--- src/design/ses_pkg.sv ---
// shared types and constants of the string literal escape segmenter
package ses_pkg;

   localparam int LINE_BITS   = 20;
   localparam int COLUMN_BITS = 16;
   localparam int LENGTH_BITS = COLUMN_BITS + 1;
   localparam int QUEUE_DEPTH = 4;
   localparam int QPTR_BITS   = $clog2(QUEUE_DEPTH);
   localparam int QCNT_BITS   = $clog2(QUEUE_DEPTH + 1);

   localparam logic [COLUMN_BITS-1:0] COL_MAX = {COLUMN_BITS{1'b1}};

   localparam logic [7:0] CHAR_QUOTE  = 8'h22;
   localparam logic [7:0] CHAR_BSLASH = 8'h5C;
   localparam logic [7:0] CHAR_LOW_X  = 8'h78;
   localparam logic [7:0] CHAR_UP_X   = 8'h58;
   localparam logic [7:0] CHAR_ZERO   = 8'h30;
   localparam logic [7:0] CHAR_SEVEN  = 8'h37;
   localparam logic [7:0] CHAR_NINE   = 8'h39;
   localparam logic [7:0] CHAR_LOW_A  = 8'h61;
   localparam logic [7:0] CHAR_LOW_F  = 8'h66;
   localparam logic [7:0] CHAR_UP_A   = 8'h41;
   localparam logic [7:0] CHAR_UP_F   = 8'h46;

   typedef enum logic [1:0] {
      CMD_BEGIN = 2'd0,
      CMD_CHAR  = 2'd1,
      CMD_END   = 2'd2
   } command_type;

   typedef enum logic [2:0] {
      CLS_OTHER  = 3'd0,
      CLS_QUOTE  = 3'd1,
      CLS_BSLASH = 3'd2,
      CLS_X      = 3'd3,
      CLS_OCT    = 3'd4,
      CLS_HEX    = 3'd5
   } char_class_type;

   typedef enum logic [5:0] {
      MODE_IDLE  = 6'b000001,
      MODE_QUOTE = 6'b000010,
      MODE_BODY  = 6'b000100,
      MODE_ESC   = 6'b001000,
      MODE_HEX   = 6'b010000,
      MODE_OCT   = 6'b100000
   } mode_type;

   typedef struct packed {
      command_type             command;
      char_class_type          char_class;
      logic [LINE_BITS-1:0]    line;
      logic [COLUMN_BITS-1:0]  column;
      logic [COLUMN_BITS-1:0]  value_length;
   } queue_entry_type;

endpackage

--- src/design/ses_if.sv ---
// request and response channel interfaces
interface ses_req_if import ses_pkg::*; ();
   logic                   valid;
   logic                   ready;
   logic [1:0]             command;
   logic [7:0]             char_byte;
   logic [LINE_BITS-1:0]   line;
   logic [COLUMN_BITS-1:0] column;
   logic [COLUMN_BITS-1:0] value_length;

   modport source (output valid, command, char_byte, line, column, value_length,
                   input ready);
   modport sink   (input valid, command, char_byte, line, column, value_length,
                   output ready);
endinterface

interface ses_rsp_if import ses_pkg::*; ();
   logic                   valid;
   logic                   ready;
   logic [LINE_BITS-1:0]   span_line;
   logic [COLUMN_BITS-1:0] span_column;
   logic [LENGTH_BITS-1:0] span_length;
   logic                   is_last;

   modport source (output valid, span_line, span_column, span_length, is_last,
                   input ready);
   modport sink   (input valid, span_line, span_column, span_length, is_last,
                   output ready);
endinterface

--- src/design/string_literal_escape_segmenter.sv ---
// top level of the string literal escape segmenter
//
// req channel: command begin carries line, column and value_length of a
// literal; command char carries one document byte; command end marks the
// end of the document. rsp channel: string spans (line, column, length)
// with is_last on the final span of a literal.
// a request is taken into a four-entry queue whenever the queue has room,
// so req.ready does not depend on rsp.ready directly. the scanner pops one
// request per cycle while rsp is not stalled and loads the response register;
// a request passes through the queue, and its spans through that register.
// a closing quote that ends an open run gives two spans: the run's span,
// then the quote, which stays at the queue head and is replayed.
// when rsp is stalled the response register holds its span, the scanner
// waits and the queue fills, then req.ready drops.
// synchronous reset empties the queue and the response register and puts
// the scanner in idle; no request is taken in the reset cycle.
module string_literal_escape_segmenter
   import ses_pkg::*;
(
   input  logic      clock,
   input  logic      reset,
   ses_req_if.sink   req,
   ses_rsp_if.source rsp
);

   logic            queue_ready;
   logic            push;
   queue_entry_type push_entry;
   logic            head_valid;
   queue_entry_type head;
   logic            pop;

   ses_front u_front (
      .req         (req),
      .queue_ready (queue_ready),
      .push        (push),
      .entry       (push_entry)
   );

   ses_queue u_queue (
      .clock      (clock),
      .reset      (reset),
      .push       (push),
      .push_entry (push_entry),
      .ready      (queue_ready),
      .head_valid (head_valid),
      .head       (head),
      .pop        (pop)
   );

   ses_back u_back (
      .clock      (clock),
      .reset      (reset),
      .head_valid (head_valid),
      .head       (head),
      .pop        (pop),
      .rsp        (rsp)
   );

endmodule

--- src/design/ses_front.sv ---
// front end: takes requests and classifies document characters
module ses_front
   import ses_pkg::*;
(
   ses_req_if.sink          req,
   input  logic            queue_ready,
   output logic            push,
   output queue_entry_type entry
);

   function automatic char_class_type classify(input logic [7:0] c);
      char_class_type cls;
      priority if (c == CHAR_QUOTE)                       cls = CLS_QUOTE;
      else if (c == CHAR_BSLASH)                          cls = CLS_BSLASH;
      else if (c == CHAR_LOW_X || c == CHAR_UP_X)         cls = CLS_X;
      else if (c >= CHAR_ZERO && c <= CHAR_SEVEN)         cls = CLS_OCT;
      else if ((c > CHAR_SEVEN && c <= CHAR_NINE) ||
               (c >= CHAR_LOW_A && c <= CHAR_LOW_F) ||
               (c >= CHAR_UP_A && c <= CHAR_UP_F))        cls = CLS_HEX;
      else                                                cls = CLS_OTHER;
      return cls;
   endfunction

   assign req.ready = queue_ready;
   assign push      = req.valid && queue_ready;

   always_comb begin
      entry.command      = command_type'(req.command);
      entry.char_class   = classify(req.char_byte);
      entry.line         = req.line;
      entry.column       = req.column;
      entry.value_length = req.value_length;
   end

endmodule

--- src/design/ses_queue.sv ---
// short request queue between front and back
module ses_queue
   import ses_pkg::*;
(
   input  logic            clock,
   input  logic            reset,
   input  logic            push,
   input  queue_entry_type push_entry,
   output logic            ready,
   output logic            head_valid,
   output queue_entry_type head,
   input  logic            pop
);

   queue_entry_type        entries_ff [QUEUE_DEPTH];
   logic [QPTR_BITS-1:0]   wr_ptr_ff, wr_ptr_in;
   logic [QPTR_BITS-1:0]   rd_ptr_ff, rd_ptr_in;
   logic [QCNT_BITS-1:0]   count_ff, count_in;

   assign ready      = !reset && (count_ff != QCNT_BITS'(QUEUE_DEPTH));
   assign head_valid = (count_ff != '0);
   assign head       = entries_ff[rd_ptr_ff];

   always_comb begin
      wr_ptr_in = push ? wr_ptr_ff + QPTR_BITS'(1) : wr_ptr_ff;
      rd_ptr_in = pop  ? rd_ptr_ff + QPTR_BITS'(1) : rd_ptr_ff;
      count_in  = count_ff + QCNT_BITS'(push) - QCNT_BITS'(pop);
   end

   always_ff @(posedge clock) begin
      if (reset) begin
         wr_ptr_ff <= '0;
         rd_ptr_ff <= '0;
         count_ff  <= '0;
      end else begin
         wr_ptr_ff <= wr_ptr_in;
         rd_ptr_ff <= rd_ptr_in;
         count_ff  <= count_in;
      end
   end

   always_ff @(posedge clock) begin
      if (push) begin
         entries_ff[wr_ptr_ff] <= push_entry;
      end
   end

   a_count_bound: assert property (@(posedge clock) disable iff (reset)
      count_ff <= QCNT_BITS'(QUEUE_DEPTH))
      else $error("queue count beyond depth");

   a_pop_nonempty: assert property (@(posedge clock) disable iff (reset)
      pop |-> head_valid)
      else $error("pop from empty queue");

   a_empty_ptrs: assert property (@(posedge clock) disable iff (reset)
      (count_ff == '0) |-> (rd_ptr_ff == wr_ptr_ff))
      else $error("empty queue with unequal pointers");

endmodule

--- src/design/ses_back.sv ---
// back end: scan state machine and response register
module ses_back
   import ses_pkg::*;
(
   input  logic            clock,
   input  logic            reset,
   input  logic            head_valid,
   input  queue_entry_type head,
   output logic            pop,
   ses_rsp_if.source       rsp
);

   mode_type               mode_ff, mode_in;
   logic                   digit_ff, digit_in;
   logic [COLUMN_BITS-1:0] col_ff, col_in;
   logic [COLUMN_BITS-1:0] run_start_ff, run_start_in;
   logic                   run_open_ff, run_open_in;
   logic [LINE_BITS-1:0]   line_ff, line_in;
   logic [COLUMN_BITS-1:0] len_ff, len_in;

   logic                   out_valid_ff, out_valid_in;
   logic [LINE_BITS-1:0]   out_line_ff;
   logic [COLUMN_BITS-1:0] out_col_ff;
   logic [LENGTH_BITS-1:0] out_len_ff;
   logic                   out_last_ff;

   logic                   advance;
   logic                   emit;
   logic [COLUMN_BITS-1:0] e_col;
   logic [LENGTH_BITS-1:0] e_len;
   logic                   e_last;
   logic                   body_go;
   logic                   is_digit;
   logic [COLUMN_BITS-1:0] col_next;
   logic [COLUMN_BITS-1:0] run_len;
   logic [LENGTH_BITS-1:0] run_span;
   logic [LENGTH_BITS-1:0] fallback;

   assign advance  = !out_valid_ff || rsp.ready;
   assign col_next = (col_ff == COL_MAX) ? col_ff : col_ff + COLUMN_BITS'(1);
   assign run_len  = col_ff - run_start_ff;
   assign run_span = (run_len == '0) ? LENGTH_BITS'(1) : {1'b0, run_len};
   assign fallback = {1'b0, len_ff} + LENGTH_BITS'(2);
   assign is_digit = (head.char_class == CLS_OCT) ||
                     (mode_ff == MODE_HEX && head.char_class == CLS_HEX);

   always_comb begin
      mode_in      = mode_ff;
      digit_in     = digit_ff;
      col_in       = col_ff;
      run_start_in = run_start_ff;
      run_open_in  = run_open_ff;
      line_in      = line_ff;
      len_in       = len_ff;
      emit         = 1'b0;
      e_col        = col_ff;
      e_len        = LENGTH_BITS'(1);
      e_last       = 1'b0;
      body_go      = 1'b0;
      pop          = 1'b0;
      if (head_valid && advance) begin
         pop = 1'b1;
         unique case (head.command)
            CMD_BEGIN: begin
               line_in      = head.line;
               col_in       = head.column;
               len_in       = head.value_length;
               run_start_in = '0;
               run_open_in  = 1'b0;
               digit_in     = 1'b0;
               mode_in      = MODE_QUOTE;
            end
            CMD_CHAR: begin
               unique case (mode_ff)
                  MODE_QUOTE: begin
                     emit = 1'b1;
                     if (head.char_class == CLS_QUOTE) begin
                        col_in  = col_next;
                        mode_in = MODE_BODY;
                     end else begin
                        e_len   = fallback;
                        e_last  = 1'b1;
                        mode_in = MODE_IDLE;
                     end
                  end
                  MODE_BODY: begin
                     body_go = 1'b1;
                  end
                  MODE_ESC: begin
                     col_in   = col_next;
                     digit_in = 1'b0;
                     priority if (head.char_class == CLS_X)   mode_in = MODE_HEX;
                     else if (head.char_class == CLS_OCT)     mode_in = MODE_OCT;
                     else                                     mode_in = MODE_BODY;
                  end
                  MODE_HEX, MODE_OCT: begin
                     if (is_digit) begin
                        col_in = col_next;
                        if (digit_ff) begin
                           digit_in = 1'b0;
                           mode_in  = MODE_BODY;
                        end else begin
                           digit_in = 1'b1;
                        end
                     end else begin
                        digit_in = 1'b0;
                        mode_in  = MODE_BODY;
                        body_go  = 1'b1;
                     end
                  end
                  default: begin
                  end
               endcase
            end
            CMD_END: begin
               if (mode_ff == MODE_QUOTE) begin
                  emit   = 1'b1;
                  e_len  = fallback;
                  e_last = 1'b1;
               end else if ((mode_ff == MODE_BODY || mode_ff == MODE_HEX ||
                             mode_ff == MODE_OCT) && run_open_ff) begin
                  emit   = 1'b1;
                  e_col  = run_start_ff;
                  e_len  = run_span;
                  e_last = 1'b1;
               end
               run_open_in = 1'b0;
               digit_in    = 1'b0;
               mode_in     = MODE_IDLE;
            end
            default: begin
            end
         endcase
         if (body_go) begin
            priority if (head.char_class == CLS_QUOTE) begin
               emit = 1'b1;
               if (run_open_ff) begin
                  // close the run now, keep the quote at the queue head to replay it
                  e_col       = run_start_ff;
                  e_len       = run_span;
                  run_open_in = 1'b0;
                  mode_in     = mode_ff;
                  digit_in    = digit_ff;
                  pop         = 1'b0;
               end else begin
                  e_last  = 1'b1;
                  mode_in = MODE_IDLE;
               end
            end else if (head.char_class == CLS_BSLASH) begin
               if (run_open_ff) begin
                  emit        = 1'b1;
                  e_col       = run_start_ff;
                  e_len       = run_span;
                  run_open_in = 1'b0;
               end
               col_in  = col_next;
               mode_in = MODE_ESC;
            end else begin
               if (!run_open_ff) begin
                  run_start_in = col_ff;
                  run_open_in  = 1'b1;
               end
               col_in = col_next;
            end
         end
      end
   end

   assign out_valid_in = advance ? emit : out_valid_ff;

   always_ff @(posedge clock) begin
      if (reset) begin
         mode_ff      <= MODE_IDLE;
         digit_ff     <= 1'b0;
         run_open_ff  <= 1'b0;
         out_valid_ff <= 1'b0;
      end else begin
         mode_ff      <= mode_in;
         digit_ff     <= digit_in;
         run_open_ff  <= run_open_in;
         out_valid_ff <= out_valid_in;
      end
   end

   always_ff @(posedge clock) begin
      col_ff       <= col_in;
      run_start_ff <= run_start_in;
      line_ff      <= line_in;
      len_ff       <= len_in;
      if (advance && emit) begin
         out_line_ff <= line_ff;
         out_col_ff  <= e_col;
         out_len_ff  <= e_len;
         out_last_ff <= e_last;
      end
   end

   assign rsp.valid       = out_valid_ff;
   assign rsp.span_line   = out_line_ff;
   assign rsp.span_column = out_col_ff;
   assign rsp.span_length = out_len_ff;
   assign rsp.is_last     = out_last_ff;

   a_run_mode: assert property (@(posedge clock) disable iff (reset)
      run_open_ff |-> (mode_ff == MODE_BODY || mode_ff == MODE_HEX ||
                       mode_ff == MODE_OCT))
      else $error("open run outside literal body");

   a_digit_mode: assert property (@(posedge clock) disable iff (reset)
      digit_ff |-> (mode_ff == MODE_HEX || mode_ff == MODE_OCT))
      else $error("escape digit count outside numeric escape");

   a_last_idle: assert property (@(posedge clock) disable iff (reset)
      (pop && emit && e_last) |=> (mode_ff == MODE_IDLE))
      else $error("final span without return to idle");

endmodule
--- src/flat_wrapper.sv ---
// flat-port wrapper written by rule: the top's interface ports become plain ports
module string_literal_escape_segmenter_flat import ses_pkg::*;
  (clock, reset, req_valid, req_command, req_char_byte, req_line, req_column, req_value_length, req_ready, rsp_valid, rsp_span_line, rsp_span_column, rsp_span_length, rsp_is_last, rsp_ready);
  ses_req_if req_i ();
  ses_rsp_if rsp_i ();
  input  logic clock;
  input  logic reset;
  input wire logic [$bits(req_i.valid)-1:0] req_valid;
  input wire logic [$bits(req_i.command)-1:0] req_command;
  input wire logic [$bits(req_i.char_byte)-1:0] req_char_byte;
  input wire logic [$bits(req_i.line)-1:0] req_line;
  input wire logic [$bits(req_i.column)-1:0] req_column;
  input wire logic [$bits(req_i.value_length)-1:0] req_value_length;
  output wire logic [$bits(req_i.ready)-1:0] req_ready;
  output wire logic [$bits(rsp_i.valid)-1:0] rsp_valid;
  output wire logic [$bits(rsp_i.span_line)-1:0] rsp_span_line;
  output wire logic [$bits(rsp_i.span_column)-1:0] rsp_span_column;
  output wire logic [$bits(rsp_i.span_length)-1:0] rsp_span_length;
  output wire logic [$bits(rsp_i.is_last)-1:0] rsp_is_last;
  input wire logic [$bits(rsp_i.ready)-1:0] rsp_ready;
  assign req_i.valid = req_valid;
  assign req_i.command = req_command;
  assign req_i.char_byte = req_char_byte;
  assign req_i.line = req_line;
  assign req_i.column = req_column;
  assign req_i.value_length = req_value_length;
  assign req_ready = req_i.ready;
  assign rsp_valid = rsp_i.valid;
  assign rsp_span_line = rsp_i.span_line;
  assign rsp_span_column = rsp_i.span_column;
  assign rsp_span_length = rsp_i.span_length;
  assign rsp_is_last = rsp_i.is_last;
  assign rsp_i.ready = rsp_ready;
  string_literal_escape_segmenter u_core (.clock(clock), .reset(reset), .req(req_i), .rsp(rsp_i));
endmodule
--- config.mk ---
export PLATFORM = sky130hd
export DESIGN_NAME = string_literal_escape_segmenter_flat
export DESIGN_NICKNAME = d
export VERILOG_FILES = /design/src/design/ses_pkg.sv /design/src/design/ses_if.sv /design/src/design/string_literal_escape_segmenter.sv /design/src/design/ses_front.sv /design/src/design/ses_queue.sv /design/src/design/ses_back.sv /design/src/flat_wrapper.sv
export SDC_FILE = /design/constraint.sdc
export NUM_CORES = 1
export LEC_CHECK = 0
export BUFFER_PORTS_ARGS = -buffer_cell sky130_fd_sc_hd__buf_2
export CORE_ASPECT_RATIO = 1.75
export CORE_UTILIZATION = 60
export DETAILED_ROUTE_END_ITERATION = 10
export GPL_TIMING_DRIVEN = 0
export MAX_ROUTING_LAYER = met4
export PLACE_DENSITY = 0.85
export SLEW_MARGIN = 10
export SYNTH_ARGS = -nofsm -noshare
export SYNTH_HDL_FRONTEND = slang
export SYNTH_HIERARCHICAL = 1
export SYNTH_SLANG_ARGS = --single-unit
--- constraint.sdc ---
create_clock -name clock -period 7.4 [get_ports clock]
set_input_delay 1.48 -clock clock [delete_from_list [all_inputs] [get_ports clock]]
set_output_delay 1.48 -clock clock [all_outputs]
set_load 0.01 [all_outputs]
Word level (Yosys, flattened, before mapping). Memory sizes are Yosys's and may differ from the RTL's. A register that Yosys moved wholly into a read port is not among the register bits. Cells that the tools add are included.

$add $sub $neg: 7. Magnitude comparators: 8. Eq/ne operators: 19. Mux-type cells: 86. Reduce and logical (&&, ||, !) cells: 26.

Operator list (count): 2-to-1 mux 16 bit (20); 2-to-1 mux 17 bit (7); 2-to-1 mux 6 bit (8); case mux 16 bit (3 select lines) (1); case mux 6 bit (3 select lines) (2); case mux 17 bit (2 select lines) (1); 2-to-1 mux 1 bit (33); case mux 16 bit (2 select lines) (1); == test 8 x 7 -> 1 bit (second input constant) (3); 2-to-1 mux 3 bit (6); adder 16 x 2 -> 17 bit (second input constant) (1); adder 16 x 1 -> 16 bit (second input constant) (1); == test 16 bit (second input constant) (1); greater-or-equal comparator 8 x 7 -> 1 bit (second input constant) (2); <= comparator 8 x 6 -> 1 bit (second input constant) (2); <= comparator 8 x 7 -> 1 bit (second input constant) (2); zero test 16 bit (1); subtractor 16 bit (1); logical AND 1 bit (10); case mux 1 bit (2 select lines) (5); == test 8 x 6 -> 1 bit (second input constant) (1); greater-or-equal comparator 8 x 6 -> 1 bit (second input constant) (1); greater-than comparator 8 x 6 -> 1 bit (second input constant) (1); logical OR 1 bit (7); other kinds (20) (28).

Register bits after elaboration: 138. RAM bits: 228. Bits of input ports: 66. Output and inout bits: 56. Logic and storage cells: 162. Memories: 1.

Memories: u_core.u_queue.entries_ff (words 4, width 57, rd ports 1, clocked after Yosys merged registers in 1, write ports 1, RTL line ses_queue.sv:15) `queue_entry_type entries_ff [QUEUE_DEPTH];`.

Logic depth before layout (Yosys ltp).
Depth after elaboration: 13. Mapped depth: 14. Mapped depth without buffers: 12.

By module. Netlist, hierarchy kept.

Modules (own cells, without submodules): ses_queue (times used 1, cells an instance 340, area an instance 8662.1 µm², sequential area each 7026.7 µm²); ses_back (times used 1, cells an instance 602, area an instance 6962.9 µm², sequential area each 3843.7 µm²); ses_front (times used 1, cells an instance 73, area an instance 514.2 µm², sequential area each 0.0 µm²).

Worst setup path after synthesis. No wires, ideal clock.

Path kind: register to register. Start point: register with a tool-made name. End point: register u_core.u_back.out_last_ff, in the netlist u_core/u_back/rsp.is_last (enable). Setup time: 483 ps. Arrival: 4768 ps. Data required time: 6917 ps. Setup slack: 2148 ps. Stages on the path, launching flop included: 10. Buffers on the path: 2. Clock period less this slack: 5252 ps. Cells stage by stage: dfxtp_1 buf_6 buf_6 mux4_2 nand2b_1 o21bai_4 a21oi_4 and4_1 a21oi_1 a21oi_1.

RTL lines: end signal, assigned (RTL line ses_back.sv:194) `out_last_ff <= e_last;`; end, declared (RTL line ses_back.sv:25) `logic out_last_ff;`.

==> reports/results.tsv <==
stage	metric	value	unit
synthesis	yosysWarningCount	6	
timing	max_clock_freq	234	MHz
placement	hpwlAfterDp	23600	um
synthesis	asyncSetResetFlopFracSynth	0	%
floorplanning	placeableCoreArea	0.0265	mm2
pwr	cellPowerDensity	374	mW/mm2
routing	routed_wirelength	34500	um
floorplanning	die_area	0.0276	mm2
timing	hold_violations	0	
clock_tree	insertion_delay	0.57	ns
global_route	grt_start_max_net_pins	40	
layout	num_antenna_cells	0	
synthesis	post_synth.cell_area_avg	15.9	um2
timing	worst-slew-pin-transition	0.829	ns
global_route	antenna_found_initial	0	
routing	antenna_left	0	
placement	detailed_place.area	0.0171	mm2
setup_path	worst-path-max-fanout	10	
floorplanning	dieWidth	126	um
layout	layout.core_utilization	68.2	%
clock_tree	clockBufferDepth	3	
timing	rsz0062_at_grt	no	
timing	period_share	57.7	%
setup_path	timing.critical_path.cells	buf_2, buf_2, mux4_2, nand2b_1, o21bai_4, a21oi_4, a31oi_2, ha_1, inv_1, ha_1, fa_1, xor3_1, nor2_1	
synthesis	yosysMostFrequentCell	sky130_fd_sc_hd__edfxtp_1	
synthesis	synth-seq-area-share	67.4	%
synthesis	synth.top_cell.area_share	65.1	%
synthesis	synth_nets	1110	
setup_path	cp_slowest_cell	sky130_fd_sc_hd__a31oi_2	
timing	setup_violation_total_in_the_final_timing_report	0	
layout	drive_gt1_share	26.0	%
timing	setup_total_negative_slack	0	ns
setup_path	slowest_delay	0.54	ns
clock_tree	postCtsResizedCells	0	
clock_tree	clk_pin_slew	0.07	ns
timing	final.hold.worst_slack	0.420	ns
placement	gp_routability_congestion	0.958	
timing	period_needed	4.27	ns
clock_tree	tritoncts.num_buffers	30	
synthesis	synth_cells	1015	
synthesis	synth_flop_cell	sky130_fd_sc_hd__edfxtp_1	
global_route	grt_first_pass_wirelength	52200	um
setup_path	timing.critical_path.to_type	register	
clock_tree	cts_post_setup_buffers_inserted	0	
setup_path	timing.reg2reg.worst_path_depth	13	
setup_path	critPathKind	register to register	
synthesis	syn_area	0.0161	mm2
routing	route.detailed.drc	0	
floorplanning	ioPinCount	122	
setup_path	crit_required	7.84	ns
synthesis	ys_top_cells_by_count	sky130_fd_sc_hd__edfxtp_1 (350), sky130_fd_sc_hd__buf_4 (57), sky130_fd_sc_hd__mux4_2 (57)	
clock_tree	cts.hold.buffers_added	0	
routing	first_drt_pass_iteration_count	5	
synthesis	synth-edff-count	350	
layout	final.fill_count	1726	
pwr	report.power.total	6.75	mW
routing	dr_total_vias	9058	
timing	slew_violations	0	
clock_tree	clock_tree.root_cell	sky130_fd_sc_hd__clkbuf_16	
synthesis	synthDominantAreaCellType	sky130_fd_sc_hd__edfxtp_1	
global_route	gr_overflow_total	0	
run	max-cap-violations	0	
clock_tree	clock_sink_count	368	
timing	skew	0.0233	ns
setup_path	start_kind	register	
floorplanning	start_util	60.9	%
layout	fin_nets	1215	
layout	final_area	0.0181	mm2
routing	detail_route.wl_per_cell	23.5	um
run_status	run_status	completed	
pwr	p_leak	6.15	nW
layout	area_delta_synth_final	11.9	%
worst_hold_path	hp-class	register to register	
routing	routed_via_count_divided_by_cell_count	6.17	
clock_tree	cts_tree	yes	
pwr	worst_ir_drop_vdd	0.432	mV
routing	drt_iter0_markers	774	
synthesis	synth_cell_type_count	81	
synthesis	ys_top_cells_by_area	sky130_fd_sc_hd__edfxtp_1 (65%), sky130_fd_sc_hd__mux4_2 (8.0%), sky130_fd_sc_hd__buf_4 (2.7%)	
synthesis	yosys_register_bits	368	
floorplanning	rows	79	
worst_hold_path	holdPathStages	0	
placement	buffer_ports.inserted	66	
global_route	grtUsageTotal	26.3	%
timing	timing.slew.headroom	44.6	%
setup_path	timing.critical_path.arrival	4.72	ns
clock_tree	cts_max_level	1	
floorplanning	die_h	219	um
global_route	grt_pass1_vias	9347	
-- critical path: cells and delay by family (launching register included) --
| family | cells | cell delay [ns] |
|---|---|---|
| DFF | 1 | 0.42 |
| muxes | 1 | 0.44 |
| AOI/OAI and AO/OA | 3 | 0.95 |
| and+or+nand+nor | 2 | 0.30 |
| xor gates and xnor gates | 1 | 0.41 |
| adders and majority gates | 3 | 0.88 |
| buffers and inverters | 3 | 0.77 |
-- worst paths after layout --
check	start	to	slack, ns
setup / recovery	register	u_core/u_queue/count_ff[2]	3.13
hold / removal	u_core/u_back/line_ff[0]	u_core/u_back/rsp.span_line[0]	0.42
setup reg to reg	register	u_core/u_queue/count_ff[2]	3.13
hold reg to reg	u_core/u_back/line_ff[0]	u_core/u_back/rsp.span_line[0]	0.42
-- where the power goes --
| group | internal [mW] | switching, mW |
|---|---|---|
| Combinational | 0.950 | 1.35 |
| Clock | 0.893 | 0.703 |
| Sequential | 2.65 | 0.215 |
| Total | 4.49 | 2.26 |
-- routing by layer --
| layer | track usage (%) | part of all wire [%] |
|---|---|---|
| met1 | 27.3 | 34 |
| met2 | 48.5 | 56 |
| met3 | 3.41 | 5.6 |
| met4 | 13.2 | 4.9 |
| met5 | - | 0 |
-- flip-flops by register name, summed over array words and instances (netlist names), named ones only --
register,flops
u_core/u_queue/entries_ff,228
u_core/u_back/line_ff,20
u_core/u_back/rsp.span_line,20
u_core/u_back/rsp.span_length,17
u_core/u_back/col_ff,16
u_core/u_back/len_ff,16
u_core/u_back/rsp.span_column,16
u_core/u_back/run_start_ff,16
u_core/u_back/mode_ff,6
u_core/u_queue/count_ff,3
u_core/u_queue/rd_ptr_ff,2
u_core/u_queue/wr_ptr_ff,2
u_core/u_back/digit_ff,1
u_core/u_back/rsp.is_last,1
u_core/u_back/rsp.valid,1
u_core/u_back/run_open_ff,1
-- cells in the final DEF (no fill, tap or decap), types with 5 or more instances in the layout --
| cell type | n |
|---|---|
| sky130_fd_sc_hd__a31oi_1 | 7 |
| sky130_fd_sc_hd__a21oi_1 | 32 |
| sky130_fd_sc_hd__xnor2_1 | 17 |
| sky130_fd_sc_hd__o22ai_1 | 22 |
| sky130_fd_sc_hd__buf_4 | 57 |
| sky130_fd_sc_hd__mux2_2 | 11 |
| sky130_fd_sc_hd__xor2_1 | 20 |
| sky130_fd_sc_hd__nand3_1 | 24 |
| sky130_fd_sc_hd__edfxtp_1 | 350 |
| sky130_fd_sc_hd__mux4_2 | 57 |
| sky130_fd_sc_hd__clkbuf_1 | 22 |
| sky130_fd_sc_hd__nand2_1 | 54 |
| sky130_fd_sc_hd__a22oi_1 | 12 |
| sky130_fd_sc_hd__a31o_2 | 5 |
| sky130_fd_sc_hd__dfxtp_1 | 18 |
| sky130_fd_sc_hd__nor3_1 | 11 |
| sky130_fd_sc_hd__inv_1 | 35 |
| sky130_fd_sc_hd__o31ai_1 | 15 |
| sky130_fd_sc_hd__o21ai_0 | 27 |
| sky130_fd_sc_hd__buf_2 | 78 |
| sky130_fd_sc_hd__or3_1 | 5 |
| sky130_fd_sc_hd__nand4_1 | 5 |
| sky130_fd_sc_hd__nand2b_1 | 16 |
| sky130_fd_sc_hd__and3_1 | 10 |
| sky130_fd_sc_hd__buf_6 | 6 |
| sky130_fd_sc_hd__a21o_1 | 9 |
| sky130_fd_sc_hd__nor2_1 | 47 |
| sky130_fd_sc_hd__ha_1 | 27 |
| sky130_fd_sc_hd__and2_4 | 5 |
| sky130_fd_sc_hd__clkbuf_16 | 30 |
| sky130_fd_sc_hd__nor2b_1 | 5 |
-- final cells by class --
| type | count | area [um2] | area share, % |
|---|---|---|---|
| sequential | 368 | 10900 | 60.2 |
| multi-input combinational | 522 | 4540 | 25.1 |
| clock buffer | 44 | 833 | 4.61 |
| buffer | 89 | 619 | 3.43 |
| timing repair buffer | 73 | 500 | 2.77 |
| tap | 324 | 405 | 2.24 |
| clock inverter | 12 | 164 | 0.907 |
| inverter | 36 | 135 | 0.748 |
-- metrics by stage --
stage | cells | setup WS [ns]
CTS | 1468 | 3.12
global placement | 1405 | 0.125
global route | 1468 | 2.95
finish | 1468 | 3.13
floorplan | 1015 | 2.15
detailed placement | 1412 | 3.18
-- cell families after synthesis --
logic type | share of synthesized area, %
AOI/OAI and AO/OA | 7.34
muxes | 9.22
xor gates and xnor gates | 2.16
buffers and inverters | 4.67
adders and majority gates | 2.34
and+or+nand+nor | 6.92
DFF | 67.4
(Power assumes the default switching activity.)
